**config.mk**
```make
export PLATFORM = sky130hd
export DESIGN_NAME = sist_cell
export DESIGN_NICKNAME = d
export VERILOG_FILES = /design/src/rtl/sist_pkg.sv /design/src/rtl/sist_cell.sv
export SDC_FILE = /design/constraint.sdc
export NUM_CORES = 1
export LEC_CHECK = 0
export BUFFER_PORTS_ARGS = -buffer_cell sky130_fd_sc_hd__buf_2
export CORE_MARGIN = 5
export CORE_UTILIZATION = 40
export DETAILED_ROUTE_END_ITERATION = 8
export PLACE_DENSITY = 0.73
export SLEW_MARGIN = 10
export SYNTH_ARGS = -nofsm -noshare
export SYNTH_HDL_FRONTEND = slang
export SYNTH_SLANG_ARGS = --single-unit
```
**constraint.sdc**
```tcl
create_clock -name clk -period 4.95 [get_ports clk]
set_input_delay 0.99 -clock clk [delete_from_list [all_inputs] [get_ports clk]]
set_output_delay 0.99 -clock clk [all_outputs]
set_load 0.05 [all_outputs]
```
**src/rtl/sist_pkg.sv**
```systemverilog
// Shared types and constants for the sorted integer set table.
// No dependencies; the files that use it refer to this package by scoped names.
package sist_pkg;

  localparam int VALUE_W = 32;
  localparam int KIND_W  = 2;
  localparam int POS_W   = 6;
  localparam int COUNT_W = 7;

  localparam logic [KIND_W-1:0] KIND_ADD    = 2'd0;
  localparam logic [KIND_W-1:0] KIND_REMOVE = 2'd1;
  localparam logic [KIND_W-1:0] KIND_QUERY  = 2'd2;

  typedef struct packed {
    logic [KIND_W-1:0]         kind;
    logic signed [VALUE_W-1:0] value;
  } req_t;

  typedef struct packed {
    logic               found;
    logic [POS_W-1:0]   position;
    logic [COUNT_W-1:0] count;
    logic               rejected;
  } rsp_t;

  // Broadcast from the controller to every cell.
  typedef struct packed {
    logic                      cmp;  // capture compare flags
    logic                      ins;  // insert commit
    logic                      del;  // remove commit
    logic signed [VALUE_W-1:0] value;
  } cell_ctrl_t;

endpackage

```
**src/rtl/sist_cell.sv**
```systemverilog
// One table cell: holds one entry, compares it with the broadcast value
// and shifts toward or away from its neighbors. Depends on sist_pkg.
module sist_cell #(
  parameter int INDEX = 0,
  parameter int CW    = 7
) (
  input  logic                               clk,
  input  sist_pkg::cell_ctrl_t               ctrl,
  input  logic [CW-1:0]                      count,
  input  logic                               left_less,
  input  logic signed [sist_pkg::VALUE_W-1:0] left_entry,
  input  logic signed [sist_pkg::VALUE_W-1:0] right_entry,
  output logic signed [sist_pkg::VALUE_W-1:0] entry,
  output logic                               less,
  output logic                               eq
);

  logic cell_valid;

  assign cell_valid = (CW'(INDEX) < count);

  // Flags are captured once per transaction and used by the commit cycle.
  always_ff @(posedge clk) begin
    if (ctrl.cmp) begin
      less <= cell_valid && (entry < ctrl.value);
      eq   <= cell_valid && (entry == ctrl.value);
    end
  end

  // Cells at or above the lower bound move: right on insert, left on remove.
  always_ff @(posedge clk) begin
    if (ctrl.ins && !less) begin
      entry <= left_less ? ctrl.value : left_entry;
    end else if (ctrl.del && !less) begin
      entry <= right_entry;
    end
  end

endmodule

```
==> results.txt <==
Hold Crit Class -> reg -> reg
Grt total ovfl -> 0
Fillers -> 581
Max Cap Violations -> 0
Slowest-stage cell, CP -> nor4_1
Global-route wire length before repair -> 9560 um
Initial DRC count -> 54
ANT cells -> 0
FF-to-FF setup slack -> 2.65 ns
Highest Clock Rate -> 367 MHz
Core outline area -> 6280 um^2
CP delay by family, top -> simple AND/OR/NAND/NOR gates
Clk slew on worst S/H paths -> 0.07 ns
Final worst-path cycle share -> 0.551
Via/cell ratio -> 4.86
Synth cell types -> 25
Synthesis-to-finish area growth -> 35.4%
CP Capture Point -> less
Setup TNS -> 0 ns
CTS Hold Bufs -> 0
WL per Instance -> 13.5 um
Clock sink total -> 34
Slew margin rel. -> 0.311
Reg2Reg Launch Point -> entry[13]
Synthesized flop and latch total -> 34
Crit-path max cell delay -> 0.52 ns
# IOs -> 142
TritonCTS clock tree -> done
Worst Reg-to-Reg Cells -> 6
Mapped cell area -> 2540 um^2
Cell Chain, Critical Path -> buf_2 > inv_1 > ha_1 > nand4_1 > nor4_1 > o21ai_1 > a31oi_1 > mux2_2
Tmin final -> 2.73 ns
Synth Warn # -> 0
Peak VDD IR -> 0.000164 V
RD Place Congestion -> 0.801
Clk root buf -> clkbuf_8
Post-Synthesis Net Count -> 405
Total GRT Usage -> 0.155
Fraction of layout cells with a size suffix above 1 -> 0.380
TritonRoute pass-1 iters -> 4
Crit Reg-Reg Endpoint -> less
Initial antenna violation count -> 0
Final setup vio count -> 0
WS Path Type -> in -> reg
Die footprint -> 8040 um^2
Worst Path Arrival -> 2.77 ns
Row count -> 29
Critical Path End Type -> flip-flop
Hold Vio Cnt, Final -> 0
Slew at the pin with the worst max-slew slack -> 1.03 ns
Crit start category -> input port
Dpl ws -> 1.99 ns
Status -> finished clean
Nets@finish -> 542
CP startpoint -> ctrl[15]
Post-route setup slack -> 2.22 ns
Syn Area/Cell -> 9.58 um^2
WP data required -> 4.99 ns
Resize count post-CTS -> 0
Largest net degree at the start of global routing -> 65
Synth Instances -> 265
H-tree depth -> 2
Max clock buf depth -> 2
Initial Util -> 0.404
Vias in the first global route -> 2153
Post-DRT Antenna Nets -> 0
Worst hold stages -> 1
Detail Placement HPWL -> 5210 um
RSZ-0062 raised after global routing -> no
Die height -> 89.7 um
Clock Latency Late Sink -> 0.28 ns
PD cells -> 319 nW/um^2
PortBufs -> 141
Routed wire length -> 6460 um
Seq/Total Area, Yosys -> 0.402
Vias -> 2335
Die Width -> 89.7 um
Cts bufs inserted -> 5
DRC -> 0
Critical path buffers and inverters -> 2
Slew Viols, Final -> 0
Post-CTS setup buffers -> 0
Critical path depth in cells -> 8
Crit-path max FO -> 3
Clock skew -> 0.00594 ns
Leak -> 0.00181 uW
==> sequential cells by signal (all words and copies together) (netlist names) <==
| register | flops |
|---|---|
| eq | 1 |
| entry | 32 |
| less | 1 |
==> metrics by stage <==
step / hold slack [ns] / std cells / total power (uW) / util / area [um^2]
2_1_floorplan: 1.10 / 265 / 678 / - / 2540
3_3_place_gp: 0.823 / 472 / 796 / 0.527 / 3310
3_5_place_dp: 0.835 / 472 / 803 / 0.527 / 3310
4_1_cts: 0.852 / 480 / 1110 / 0.548 / 3440
5_1_grt: 0.872 / 480 / 1160 / 0.548 / 3440
6_report: 0.839 / 480 / 1100 / 0.548 / 3440
==> power breakdown <==
group	internal (uW)	switching, uW	leakage (uW)	total, uW
combinational	128	270	0.00141	398
clock	199	104	0.0000658	304
sequential	373	20.7	0.000333	394
==> cell type report <==
cell class	instances	area, um^2	share of cell area
tap	77	96.3	0.0280
clock buffer	5	68.8	0.0200
timing repair buffer	141	706	0.205
clock inverter	3	63.8	0.0186
multi-input combinational	187	1360	0.395
sequential	34	1020	0.297
inverter	33	124	0.0360
==> cells in the final DEF (no fill, tap or decap), drive strengths merged <==
cell    netlist  layout
inv          33      33
nand2b        3       3
buf           3     141
clkinv        0       1
o31a          1       1
nor4b         1       1
nand2        42      42
nor2b         2       2
nand4         4       4
nor4          3       3
ha           32      32
or4           1       1
a21o          1       1
bufinv        0       2
clkbuf        8       5
and4          2       2
mux2i        32      32
edfxtp       34      34
nor4bb        1       1
a211oi        2       2
a21oi        14      14
a31oi         1       1
mux2          1       1
nor2          5       5
o21ai        39      39
==> synth_stat cells <==
cell	count	area, um^2
nand2_1	42	158
edfxtp_1	34	1020
inv_1	33	124
ha_1	32	400
mux2i_1	32	320
o21ai_0	32	160
a21oi_1	14	70.1
clkbuf_1	8	30.0
o21ai_1	7	35.0
nor2_1	5	18.8
nand4_1	4	25.0
buf_2	3	15.0
nand2b_1	3	18.8
a211oi_1	2	15.0
and4_1	2	17.5
nor2b_1	2	12.5
nor4_1	2	12.5
a21o_1	1	7.51
a31oi_1	1	6.26
mux2_2	1	11.3
nor4_4	1	21.3
nor4b_1	1	8.76
nor4bb_1	1	10.0
o31a_1	1	8.76
or4_4	1	11.3
==> worst min path at each step <==
stage,end,start,slack [ns]
final,entry[3],less,0.84
after global routing,entry[2],less,0.87
after CTS,entry[1],less,0.85
after detailed placement,entry[28],less,0.83
after global placement,eq,entry[1],0.82
after floorplan,eq,ctrl[34],1.10
==> metal layers <==
layer | part of all wire | track usage | up-vias
li1 | - | - | 1219
met1 | 0.42 | 0.193 | 1033
met2 | 0.48 | 0.263 | 78
met3 | 0.085 | 0.0392 | 5
met4 | 0.011 | 0.0447 | 0
met5 | 0 | 0 | -
==> logic make-up (layout without fill, tap and decap cells) <==
| family | Yosys count | in the layout | synth area share |
|---|---|---|---|
| and+or+nand+nor | 64 | 64 | 0.124 |
| muxes | 33 | 33 | 0.131 |
| DFF | 34 | 34 | 0.402 |
| buffers and inverters | 44 | 182 | 0.0665 |
| AOI/OAI and AO/OA | 58 | 58 | 0.119 |
| adders and majority gates | 32 | 32 | 0.158 |
Note: power is estimated with default switching activity, not from simulation.
